**src/rtl/i2c_bit_bang_master_top_macros.svh**
```systemverilog
// Assertion macros for the I2C bit-bang master top level.
`ifndef I2C_BIT_BANG_MASTER_TOP_MACROS_SVH
`define I2C_BIT_BANG_MASTER_TOP_MACROS_SVH

// Condition implies consequence in the same cycle.
`define I2CBB_ASSERT_IMPL(label, clk_s, rst_n_s, cond, cons) \
	label: assert property (@(posedge clk_s) disable iff (!rst_n_s) (cond) |-> (cons)) \
		else $error("i2c bit-bang master: same-cycle check failed");

// Condition implies consequence in the next cycle.
`define I2CBB_ASSERT_NEXT(label, clk_s, rst_n_s, cond, cons) \
	label: assert property (@(posedge clk_s) disable iff (!rst_n_s) (cond) |=> (cons)) \
		else $error("i2c bit-bang master: next-cycle check failed");

`endif

```
**src/rtl/i2cbb_pkg.sv**
```systemverilog
package i2cbb_pkg;

	typedef enum logic [2:0] {
		CMD_IDLE  = 3'd0,
		CMD_START = 3'd1,
		CMD_STOP  = 3'd2,
		CMD_WRITE = 3'd3,
		CMD_READ  = 3'd4,
		CMD_SACK  = 3'd5,
		CMD_RACK  = 3'd6
	} cmd_t;

	localparam logic [15:0] STEP_TICKS_RESET = 16'd720;
	localparam logic [7:0]  MSB_MASK         = 8'h80;
	localparam logic [2:0]  REG_STEP_TICKS   = 3'd0;

	// One input beat, unpacked from tdata.
	typedef struct packed {
		logic       sda_in;
		logic       ack_level;
		logic [7:0] byte_in;
		logic [2:0] action;
	} item_t;

	// One result beat, in tdata order from the top bit down.
	typedef struct packed {
		logic       ack_seen;
		logic [7:0] read_data;
		logic       done_res;
		logic       busy_res;
		logic       sda_out;
		logic       scl_out;
	} res_t;

	function automatic logic [4:0] seq_len(input cmd_t cmd);
		logic [4:0] len;
		case (cmd)
			CMD_START: len = 5'd4;
			CMD_STOP:  len = 5'd3;
			CMD_WRITE: len = 5'd24;
			CMD_READ:  len = 5'd25;
			CMD_SACK:  len = 5'd3;
			CMD_RACK:  len = 5'd4;
			default:   len = 5'd0;
		endcase
		return len;
	endfunction

endpackage

```
**src/rtl/i2c_bit_bang_master_top.sv**
```systemverilog
// I2C bit-bang master: one input beat per clock tick of the pin sequencer, one result beat each.
// Each input beat goes through the input register, then the result register, and waits in the
// input register while the result side stalls. The only state loop is the sequencer update.
// Throughput: one beat per cycle as long as the result side keeps taking beats.
// Reset (arst_n low, asynchronous): pins released, sequencer idle, step_ticks back to 720,
// both pipeline stages empty.
module i2c_bit_bang_master_top (
	input  logic        clk,
	input  logic        arst_n,
	// Input stream. tdata: action[2:0], byte_in[10:3], ack_level[11], sda_in[12], zero[15:13].
	input  logic        s_axis_tvalid,
	output logic        s_axis_tready,
	input  logic [15:0] s_axis_tdata,
	// Result stream. tdata: scl_out[0], sda_out[1], busy_res[2], done_res[3],
	// read_data[11:4], ack_seen[12], zero[15:13].
	output logic        m_axis_tvalid,
	input  logic        m_axis_tready,
	output logic [15:0] m_axis_tdata,
	// Register port; step_ticks lies at byte address 0.
	input  logic        psel,
	input  logic        penable,
	input  logic        pwrite,
	input  logic [2:0]  paddr,
	input  logic [31:0] pwdata,
	output logic [31:0] prdata,
	output logic        pready
);

	logic [15:0]       step_ticks_q;
	logic              s1_valid;
	i2cbb_pkg::item_t  item_s1;
	logic              out_valid_s2;
	i2cbb_pkg::res_t   res_s2;
	i2cbb_pkg::res_t   res_next;
	logic              advance;

	// Configuration register. The port never stalls.
	assign pready = 1'b1;

	always_ff @(posedge clk or negedge arst_n) begin
		if (!arst_n) begin
			step_ticks_q <= i2cbb_pkg::STEP_TICKS_RESET;
		end else if (psel && penable && pwrite && (paddr == i2cbb_pkg::REG_STEP_TICKS)) begin
			step_ticks_q <= pwdata[15:0];
		end
	end

	assign prdata = (paddr == i2cbb_pkg::REG_STEP_TICKS) ? {16'd0, step_ticks_q} : 32'd0;

	// The input register feeds the sequencer. A beat leaves stage one when the result
	// register is empty or being emptied in the same cycle, so stage one accepts a new
	// beat every cycle as long as the result side keeps taking beats.
	assign advance       = s1_valid && (!out_valid_s2 || m_axis_tready);
	assign s_axis_tready = !s1_valid || advance;

	always_ff @(posedge clk or negedge arst_n) begin
		if (!arst_n) begin
			s1_valid <= 1'b0;
		end else if (s_axis_tready) begin
			s1_valid <= s_axis_tvalid;
		end
	end

	always_ff @(posedge clk) begin
		if (s_axis_tready && s_axis_tvalid) begin
			item_s1 <= i2cbb_pkg::item_t'(s_axis_tdata[12:0]);
		end
	end

	// The sequencer state moves only when a beat goes from stage one to the result register,
	// so each input beat is exactly one tick of the pin sequence.
	i2cbb_seq u_seq (
		.clk        (clk),
		.arst_n     (arst_n),
		.en         (advance),
		.step_ticks (step_ticks_q),
		.item       (item_s1),
		.res        (res_next)
	);

	// Result register.
	always_ff @(posedge clk or negedge arst_n) begin
		if (!arst_n) begin
			out_valid_s2 <= 1'b0;
		end else if (advance) begin
			out_valid_s2 <= 1'b1;
		end else if (m_axis_tready) begin
			out_valid_s2 <= 1'b0;
		end
	end

	always_ff @(posedge clk) begin
		if (advance) begin
			res_s2 <= res_next;
		end
	end

	assign m_axis_tvalid = out_valid_s2;
	assign m_axis_tdata  = {3'd0, res_s2};

`include "i2c_bit_bang_master_top_macros.svh"

	// A beat that moves on always lands in the result register.
	`I2CBB_ASSERT_NEXT(a_advance_fills_out, clk, arst_n, advance, m_axis_tvalid)
	// An accepted input beat always occupies stage one afterwards.
	`I2CBB_ASSERT_NEXT(a_accept_fills_s1, clk, arst_n, s_axis_tvalid && s_axis_tready, s1_valid)
	// The finishing tick already reports the sequencer as idle.
	`I2CBB_ASSERT_IMPL(a_done_not_busy, clk, arst_n, m_axis_tvalid && m_axis_tdata[3],
		!m_axis_tdata[2])

endmodule

```
**src/rtl/i2cbb_seq.sv**
```systemverilog
module i2cbb_seq (
	input  logic              clk,
	input  logic              arst_n,
	input  logic              en,
	input  logic [15:0]       step_ticks,
	input  i2cbb_pkg::item_t  item,
	output i2cbb_pkg::res_t   res
);

	i2cbb_pkg::cmd_t cmd_q, cmd_n, cmd_w;
	logic [4:0]  step_q, step_n, step_w;
	logic [15:0] tick_q, tick_n, tick_w, tick_inc, limit;
	logic [7:0]  shift_q, shift_n, shift_w;
	logic [7:0]  rxb_q, rxb_n;
	logic        rack_q, rack_n;
	logic        scl_q, scl_n;
	logic        sda_q, sda_n;
	logic        launch, first_tick, done;
	logic [4:0]  rel, step_inc;
	logic [8:0]  prod;
	logic [3:0]  quo;
	logic [4:0]  rem;
	logic [7:0]  bit_mask;

	assign launch = (cmd_q == i2cbb_pkg::CMD_IDLE) &&
		(item.action >= i2cbb_pkg::CMD_START) && (item.action <= i2cbb_pkg::CMD_RACK);
	assign cmd_w   = launch ? i2cbb_pkg::cmd_t'(item.action) : cmd_q;
	assign step_w  = launch ? 5'd0 : step_q;
	assign tick_w  = launch ? 16'd0 : tick_q;
	assign limit   = (step_ticks == 16'd0) ? 16'd1 : step_ticks;
	assign first_tick = (cmd_w != i2cbb_pkg::CMD_IDLE) && (tick_w == 16'd0);

	always_comb begin
		shift_w = 8'd0;
		if (!launch) begin
			shift_w = shift_q;
		end else if (item.action == i2cbb_pkg::CMD_WRITE) begin
			shift_w = item.byte_in;
		end else if (item.action == i2cbb_pkg::CMD_SACK) begin
			shift_w = {7'd0, item.ack_level};
		end
	end

	// Split the step into bit and phase; x/3 is (11x)>>5 for x below 32.
	assign rel  = (cmd_w == i2cbb_pkg::CMD_READ) ? (step_w - 5'd1) : step_w;
	assign prod = {4'd0, rel} * 9'd11;
	assign quo  = prod[8:5];
	assign rem  = rel - ({1'b0, quo} * 5'd3);
	assign bit_mask = i2cbb_pkg::MSB_MASK >> quo[2:0];

	// Pin actions and sampling on the first tick of a step.
	always_comb begin
		scl_n   = scl_q;
		sda_n   = sda_q;
		shift_n = shift_w;
		rack_n  = rack_q;
		if (first_tick) begin
			case (cmd_w)
				i2cbb_pkg::CMD_START: begin
					case (step_w)
						5'd0:    sda_n = 1'b1;
						5'd1:    scl_n = 1'b1;
						5'd2:    sda_n = 1'b0;
						default: scl_n = 1'b0;
					endcase
				end
				i2cbb_pkg::CMD_STOP: begin
					case (step_w)
						5'd0:    sda_n = 1'b0;
						5'd1:    scl_n = 1'b1;
						default: sda_n = 1'b1;
					endcase
				end
				i2cbb_pkg::CMD_WRITE: begin
					case (rem[1:0])
						2'd0:    sda_n = |(shift_w & bit_mask);
						2'd1:    scl_n = 1'b1;
						default: scl_n = 1'b0;
					endcase
				end
				i2cbb_pkg::CMD_READ: begin
					if (step_w == 5'd0) begin
						sda_n = 1'b1;
					end else begin
						case (rem[1:0])
							2'd0:    scl_n = 1'b1;
							2'd1:    if (item.sda_in) shift_n = shift_w | bit_mask;
							default: scl_n = 1'b0;
						endcase
					end
				end
				i2cbb_pkg::CMD_SACK: begin
					case (step_w)
						5'd0:    sda_n = shift_w[0];
						5'd1:    scl_n = 1'b1;
						default: scl_n = 1'b0;
					endcase
				end
				i2cbb_pkg::CMD_RACK: begin
					case (step_w)
						5'd0:    sda_n = 1'b1;
						5'd1:    scl_n = 1'b1;
						5'd2:    rack_n = item.sda_in;
						default: scl_n = 1'b0;
					endcase
				end
				default: ;
			endcase
		end
	end

	assign tick_inc = tick_w + 16'd1;
	assign step_inc = step_w + 5'd1;

	// Next command, step and tick count.
	always_comb begin
		cmd_n  = cmd_w;
		step_n = step_w;
		tick_n = tick_w;
		rxb_n  = rxb_q;
		done   = 1'b0;
		if (cmd_w != i2cbb_pkg::CMD_IDLE) begin
			tick_n = tick_inc;
			if (tick_inc >= limit) begin
				tick_n = 16'd0;
				step_n = step_inc;
				if (step_inc >= i2cbb_pkg::seq_len(cmd_w)) begin
					if (cmd_w == i2cbb_pkg::CMD_READ) rxb_n = shift_n;
					cmd_n  = i2cbb_pkg::CMD_IDLE;
					step_n = 5'd0;
					done   = 1'b1;
				end
			end
		end
	end

	always_ff @(posedge clk or negedge arst_n) begin
		if (!arst_n) begin
			cmd_q   <= i2cbb_pkg::CMD_IDLE;
			step_q  <= 5'd0;
			tick_q  <= 16'd0;
			shift_q <= 8'd0;
			rxb_q   <= 8'd0;
			rack_q  <= 1'b0;
			scl_q   <= 1'b1;
			sda_q   <= 1'b1;
		end else if (en) begin
			cmd_q   <= cmd_n;
			step_q  <= step_n;
			tick_q  <= tick_n;
			shift_q <= shift_n;
			rxb_q   <= rxb_n;
			rack_q  <= rack_n;
			scl_q   <= scl_n;
			sda_q   <= sda_n;
		end
	end

	always_comb begin
		res.scl_out   = scl_n;
		res.sda_out   = sda_n;
		res.busy_res  = (cmd_n != i2cbb_pkg::CMD_IDLE);
		res.done_res  = done;
		res.read_data = rxb_n;
		res.ack_seen  = rack_n;
	end

endmodule

```
**config.mk**
```make
export PLATFORM = sky130hd
export DESIGN_NAME = i2c_bit_bang_master_top
export DESIGN_NICKNAME = d
export VERILOG_FILES = /design/src/rtl/i2cbb_pkg.sv /design/src/rtl/i2c_bit_bang_master_top.sv /design/src/rtl/i2cbb_seq.sv
export VERILOG_INCLUDE_DIRS = /design/src /design/src/rtl
export SDC_FILE = /design/constraint.sdc
export NUM_CORES = 1
export LEC_CHECK = 0
export ABC_AREA = 0
export BUFFER_PORTS_ARGS = -buffer_cell sky130_fd_sc_hd__buf_4
export CAP_MARGIN = 5
export CORE_MARGIN = 2
export CORE_UTILIZATION = 43
export CTS_BUF_LIST = sky130_fd_sc_hd__clkbuf_4
export DETAILED_ROUTE_END_ITERATION = 10
export MAX_ROUTING_LAYER = met4
export PLACE_DENSITY = 0.66
export SETUP_SLACK_MARGIN = 0.1
export SLEW_MARGIN = 20
export SYNTH_ARGS = -nofsm -noshare
export SYNTH_HDL_FRONTEND = slang
export SYNTH_SLANG_ARGS = --single-unit
```
**constraint.sdc**
```tcl
create_clock -name clk -period 14.8 [get_ports clk]
set_input_delay 2.22 -clock clk [delete_from_list [all_inputs] [get_ports clk]]
set_output_delay 2.22 -clock clk [all_outputs]
set_load 0.03 [all_outputs]
```
; ---- Yosys cells after proc, flatten, opt, wreduce, memory -nomap -nowiden
; Index checks and enable logic that the tools add are counted.
; W data, S select, Z words.
[totals]
output_inout_bits = 51
input_bits = 58
elab_cells = 122
regBits = 87
[op_classes]
n_lt_le_gt_ge = 4
n_mux = 50
n_bitwise = 2
n_addsub = 4
n_eq_ne = 11
multipliers = 2
n_reduce_logical = 27
n_shift = 1
[op_table]
columns = cell, n
row1 = $mux W8, 11
row2 = $mux W16, 5
row3 = $mux W5, 7
row4 = $logic_not A16 Y1, 2
row5 = $pmux W5 S4, 1
row6 = $add A16 B1 Y16 const B, 1
row7 = $ge A16 B16 Y1, 1
row8 = $mux W1, 14
row9 = $eq A3 B3 Y1 const B, 4
row10 = $mux W3, 4
row11 = $pmux W1 S2, 6
row12 = $pmux W1 S5, 2
row13 = $eq A3 B2 Y1 const B, 3
row14 = $mul A5 B4 Y9 const B, 1
row15 = $and A8 B8 Y8, 1
row16 = $logic_and A1 B1 Y1, 8
row17 = $or A8 B8 Y8, 1
row18 = $reduce_or A2 Y1, 4
row19 = $reduce_or A8 Y1, 1
row20 = $shr A8 B3 Y8 const A, 1
row21 = $logic_not A3 Y1, 2
row22 = $reduce_bool A3 Y1, 2
row23 = $add A5 B1 Y5 const B, 1
row24 = $eq A5 B1 Y1 const B, 1
row25 = other kinds (15), 17

; ---- Longest topological paths before layout
[depth]
word_depth = 18
mapped_depth = 25

; ---- Cells and area by module
; From an unflattened synthesis, not the netlist that was laid out.
[unflattened]
hier_cells = 650
area_unflattened_um2 = 6049.6
[modules_own_cells]
columns = module, cells_each, n_inst, area_per_inst_um2
row1 = i2cbb_seq, 541, 1, 4285.4
row2 = i2c_bit_bang_master_top, 109, 1, 1764.2

; ---- Least setup slack after synthesis
; No wires, ideal clock.
[synth_timing]
path_type = register -> register
start = register item_s1[0] (netlist bit)
end = register res_s2 (netlist bit m_axis_tdata[10]) (data pin)
setup_ns = 0.260
synth_period_minus_slack_ns = 6.423
path_slack_ns = 8.377
required_time_ns = 14.540
n_path_buf = 2
path_stages_with_launch = 26
arrival_time_ns = 6.163
path_cell_list = edfxtp_1 buf_2 or3_1 nand3_1 clkbuf_1 nand2_1 ha_1 or3_1 o2bb2ai_1 ha_1 inv_1 fa_1 inv_1 ha_1 and3_1 and3_1 a21o_1 o31a_1 or2_2 inv_1 ha_1 xor2_1 or3_1 a21oi_4 a41o_1 mux2_2
[synth_lines]
columns = element, line
row1 = "start, declared", i2c_bit_bang_master_top.sv:31  ; i2cbb_pkg::item_t item_s1;
row2 = "start signal, assigned", i2c_bit_bang_master_top.sv:66  ; item_s1 <= i2cbb_pkg::item_t'(s_axis_tdata[12:0]);
row3 = "end signal, assigned", i2c_bit_bang_master_top.sv:94  ; res_s2 <= res_next;
row4 = "end, declared", i2c_bit_bang_master_top.sv:33  ; i2cbb_pkg::res_t res_s2;

==> key figures <==
Yosys
  • #FFs+latches synth: 87
  • Number of synthesized flops with an enable pin: 26
  • Area leader, netlist: dfrtp_1
  • Adder-Cell Fraction of Synth Area: approximately 8.6%
  • Compound-cell area share of the yosys netlist: 16.8%
  • Largest family of logic cells by synthesized area: simple AND/OR/NAND/NOR gates
  • Post-synthesis sequential area ratio: 39.2%
  • Post-synth top area share: 23.3%
  • Post-synth ARST share: 70.1%
  • Cells after Synth: 632
  • Simple-Gate Fraction of Synth Area: 19.1%
  • Xor/xnor cell area share of the yosys netlist: 3.88%
  • Netlist cell types: around 70
  • Synth Area per Inst: between 9 and 10 um2
  • Mux cell area share after synthesis: approximately 5.7%
  • Synth Flop Type: dfrtp_1
  • Area contributors post-synth: dfrtp_1 (23%), edfxtp_1 (13%), ha_1 (8.3%)
  • Post-Syn Area: approximately 6000 um2
  • Yosys warns: 0

Timing
  • Min Clock Period, post-route: 7.46 ns
  • Fin Hold WS: 0.505 ns
  • Pins over their slew limit: 0
  • F_max: about 130 MHz
  • Final period utilization: 50.4%
  • Setup TNS: 0 ns
  • Final-report hold violation count: 0
  • Max_slew headroom: 44.4%
  • Final setup fails: 0
  • Final worst slack: 7.34 ns
  • RSZ-0062 raised after global routing: no
  • Clk_skew: 0.0182 ns
  • Worst Tran Pin Value: 0.832 ns

Power
  • Peak supply drop: 0.0723 mV
  • Pwr/cell area: 151 nW/um2
  • Static Leak: about 3.2 nW
  • Design Power: roughly 1.0 mW

Clocking
  • CTS clk-pin slew, worst paths: 0.15 ns
  • Clock buffer depth: 2
  • Setup Fix Bufs, Post-CTS: 0
  • Root buffer cell: clkbuf_4
  • # clock sinks: 87
  • Post-cts resize count: 0
  • Inserted Clock Buffers: 9
  • CTS tree: yes
  • CTS H-tree depth: 3
  • Clk_lat worst skew: 0.46 ns
  • Hold_buf cts: 0

Detailed routing
  • Via count: 4896
  • Avg Vias per Cell: 5.60
  • DRC viols: 0
  • Drt pass-1 iters: 5
  • 1st-iter DRT viols: 300
  • Antenna viol nets, final: 0
  • Final WL: 14300 um
  • Routed len/inst: 16.4 um

Place
  • I/O Buffers: 69
  • DP HPWL: 10600 um
  • Final Wtd Congestion: 0.940
  • Post-Place Worst Slack: roughly 7.4 ns

Critical path
  • CP Class: flip-flop to flip-flop
  • Largest stage delay on the critical path: a little over 0.6 ns
  • Cell repeated most along the worst path: ha_1
  • Crit end category: flip-flop
  • Reg2reg setup slack: 7.34 ns
  • Worst setup path start: item_s1[2]$_DFFE_PP_
  • Critical Path RT: about 15 ns
  • Worst R2R End: m_axis_tdata[11]$_DFFE_PP_
  • R2R cell count: 23
  • Arr. time, crit path: 7.69 ns
  • Crit path to: m_axis_tdata[11]$_DFFE_PP_
  • FF-to-FF Start: item_s1[2]$_DFFE_PP_
  • Critical-path cell list: or3_1 > nand3_1 > nand2_1 > ha_1 > or3_1 > o2bb2ai_1 > ha_1 > inv_1 > fa_1 > inv_1 > ha_1 > and3_1 > and3_1 > a21o_1 > o31a_1 > or2_2 > inv_1 > ha_1 > xor2_1 > or3_1 > a21oi_4 > a41o_1 > mux2_2
  • Worst Path Max Fanout: 18
  • CP max stage cell: edfxtp_1
  • CP Launch Type: flip-flop

Finish
  • Fin util: 50.1%
  • Layout cell share with drive strength beyond 1: roughly 20%
  • Area delta synth->final: 13.2%
  • Nets@finish: 790

Run status
  • Outcome: complete, no violations

Global routing
  • First-pass GRT wire length: 23400 um
  • Largest net degree at the start of global routing: 62
  • Grt ovf: 0
  • GRT Util Overall: 20.6%
  • Vias in the first global route: 4565
  • Initial antenna violation count: 1

Flow run
  • Max-Cap Viols: 0

Floorplan
  • Effective utilization at floorplan: 44.3%
  • Total die area: 14700 um2
  • Die H: 121 um
  • Std cell rows: between 40 and 50
  • CORE AREA: 13300 um2
  • Ports: 109
  • Die width: ~120 um

Worst hold path
  • Hold Crit Class: flip-flop to flip-flop
## kinds of logic (layout without fill, tap and decap cells)
logic type      after synthesis  after routing
mux                          30             30
compound gates              138            138
other cells                   2             21
xor+xnor                     23             23
simple gates                230            230
flops                        87             87
buf+inv                      82            129
fa+ha+maj                    40             40
## where the power goes
| part | internal (mW) | switching (mW) | leakage (nW) |
|---|---|---|---|
| logic | 0.206 | 0.307 | 2.04 |
| clock network | 0.0735 | 0.0912 | 0.0939 |
| registers | 0.288 | 0.0423 | 1.03 |
| total | 0.567 | 0.440 | 3.16 |
## through the flow
step | instances | cell area [um2]
after floorplan | 650 | 5970
after global placement | 857 | 6510
after detailed placement | 857 | 6510
after CTS | 873 | 6680
after global routing | 874 | 6680
final | 874 | 6680
## critical path, delay by kind of cell, from the launching register on
family                   cells  cell delay, ns
AO/OA/AOI/OAI                5            1.34
XOR/XNOR                     1            0.36
adder cells (fa/ha/maj)      5            1.65
buffers and inverters        3            0.31
flip-flops                   1            0.62
multiplexers                 1            0.27
AND/OR/NAND/NOR              8            2.67
## how the worst min path moves through the flow
stage / startpoint / to / slack, ns / cells past startpoint
after floorplan: u_seq.rack_q$_DFFE_PN0P_ / u_seq.rack_q$_DFFE_PN0P_ / 0.44 / 2
after global placement: u_seq.rack_q$_DFFE_PN0P_ / u_seq.rack_q$_DFFE_PN0P_ / 0.45 / 2
after detailed placement: u_seq.rack_q$_DFFE_PN0P_ / u_seq.rack_q$_DFFE_PN0P_ / 0.48 / 2
after CTS: s1_valid$_DFFE_PN0N_ / m_axis_tvalid$_DFFE_PN0P_ / 0.51 / 1
after global routing: s1_valid$_DFFE_PN0N_ / m_axis_tvalid$_DFFE_PN0P_ / 0.54 / 1
final: s1_valid$_DFFE_PN0N_ / m_axis_tvalid$_DFFE_PN0P_ / 0.51 / 1
## cell type report
cell class              count  area, um2
diodes                      1       2.50
flip-flops and latches     87       2310
repair buffers             76        571
clock buffers              10       75.1
well taps                 176        220
fillers                  1248       6660
inverters                  37        139
clock inverters             6       97.6
multi-input cells         481       3260
## cell usage after synthesis (6+ instances only)
cell / n
and3_1: 9
a21o_1: 12
inv_1: 35
edfxtp_1: 26
dfrtp_1: 55
xnor2_1: 13
xor2_1: 8
ha_1: 39
nand2_1: 93
nand3_1: 20
dfstp_2: 6
o21ai_0: 33
a31oi_1: 7
a41o_1: 7
clkbuf_1: 18
mux2_2: 28
a21oi_1: 18
o41ai_1: 7
and2_1: 23
nor2_1: 37
nor3_1: 9
buf_4: 20
## flip-flops by register name, indices dropped and copies added, names as in the netlist, 3 cells and up
name           flops
step_ticks_q      16
u_seq.tick_q      16
item_s1           13
m_axis_tdata      13
u_seq.rxb_q        8
u_seq.shift_q      8
u_seq.step_q       5
u_seq.cmd_q        3
## cell usage in the layout (no fill, tap or decap), types with 8 or more instances in the layout
cell      netlist  layout
a21o_1         12      12
a21oi_1        18      18
and2_1         23      23
and3_1          9       9
buf_4          20      76
clkbuf_4        0      10
conb_1          2      20
dfrtp_1        55      55
edfxtp_1       26      26
ha_1           39      39
inv_1          35      35
mux2_2         28      28
nand2_1        93      93
nand3_1        20      20
nor2_1         37      37
nor3_1          9       9
o21ai_0        33      33
xnor2_1        13      13
xor2_1          8       8
## routing by layer
layer,vias to the layer above,global-route usage [%],share of wire (%)
li1,2350,-,-
met4,0,5.46,1.5
met2,168,30.4,45
met5,-,-,0
met3,18,3.43,5.9
met1,2360,29.6,48
Note: power is estimated with default switching activity, not from simulation.
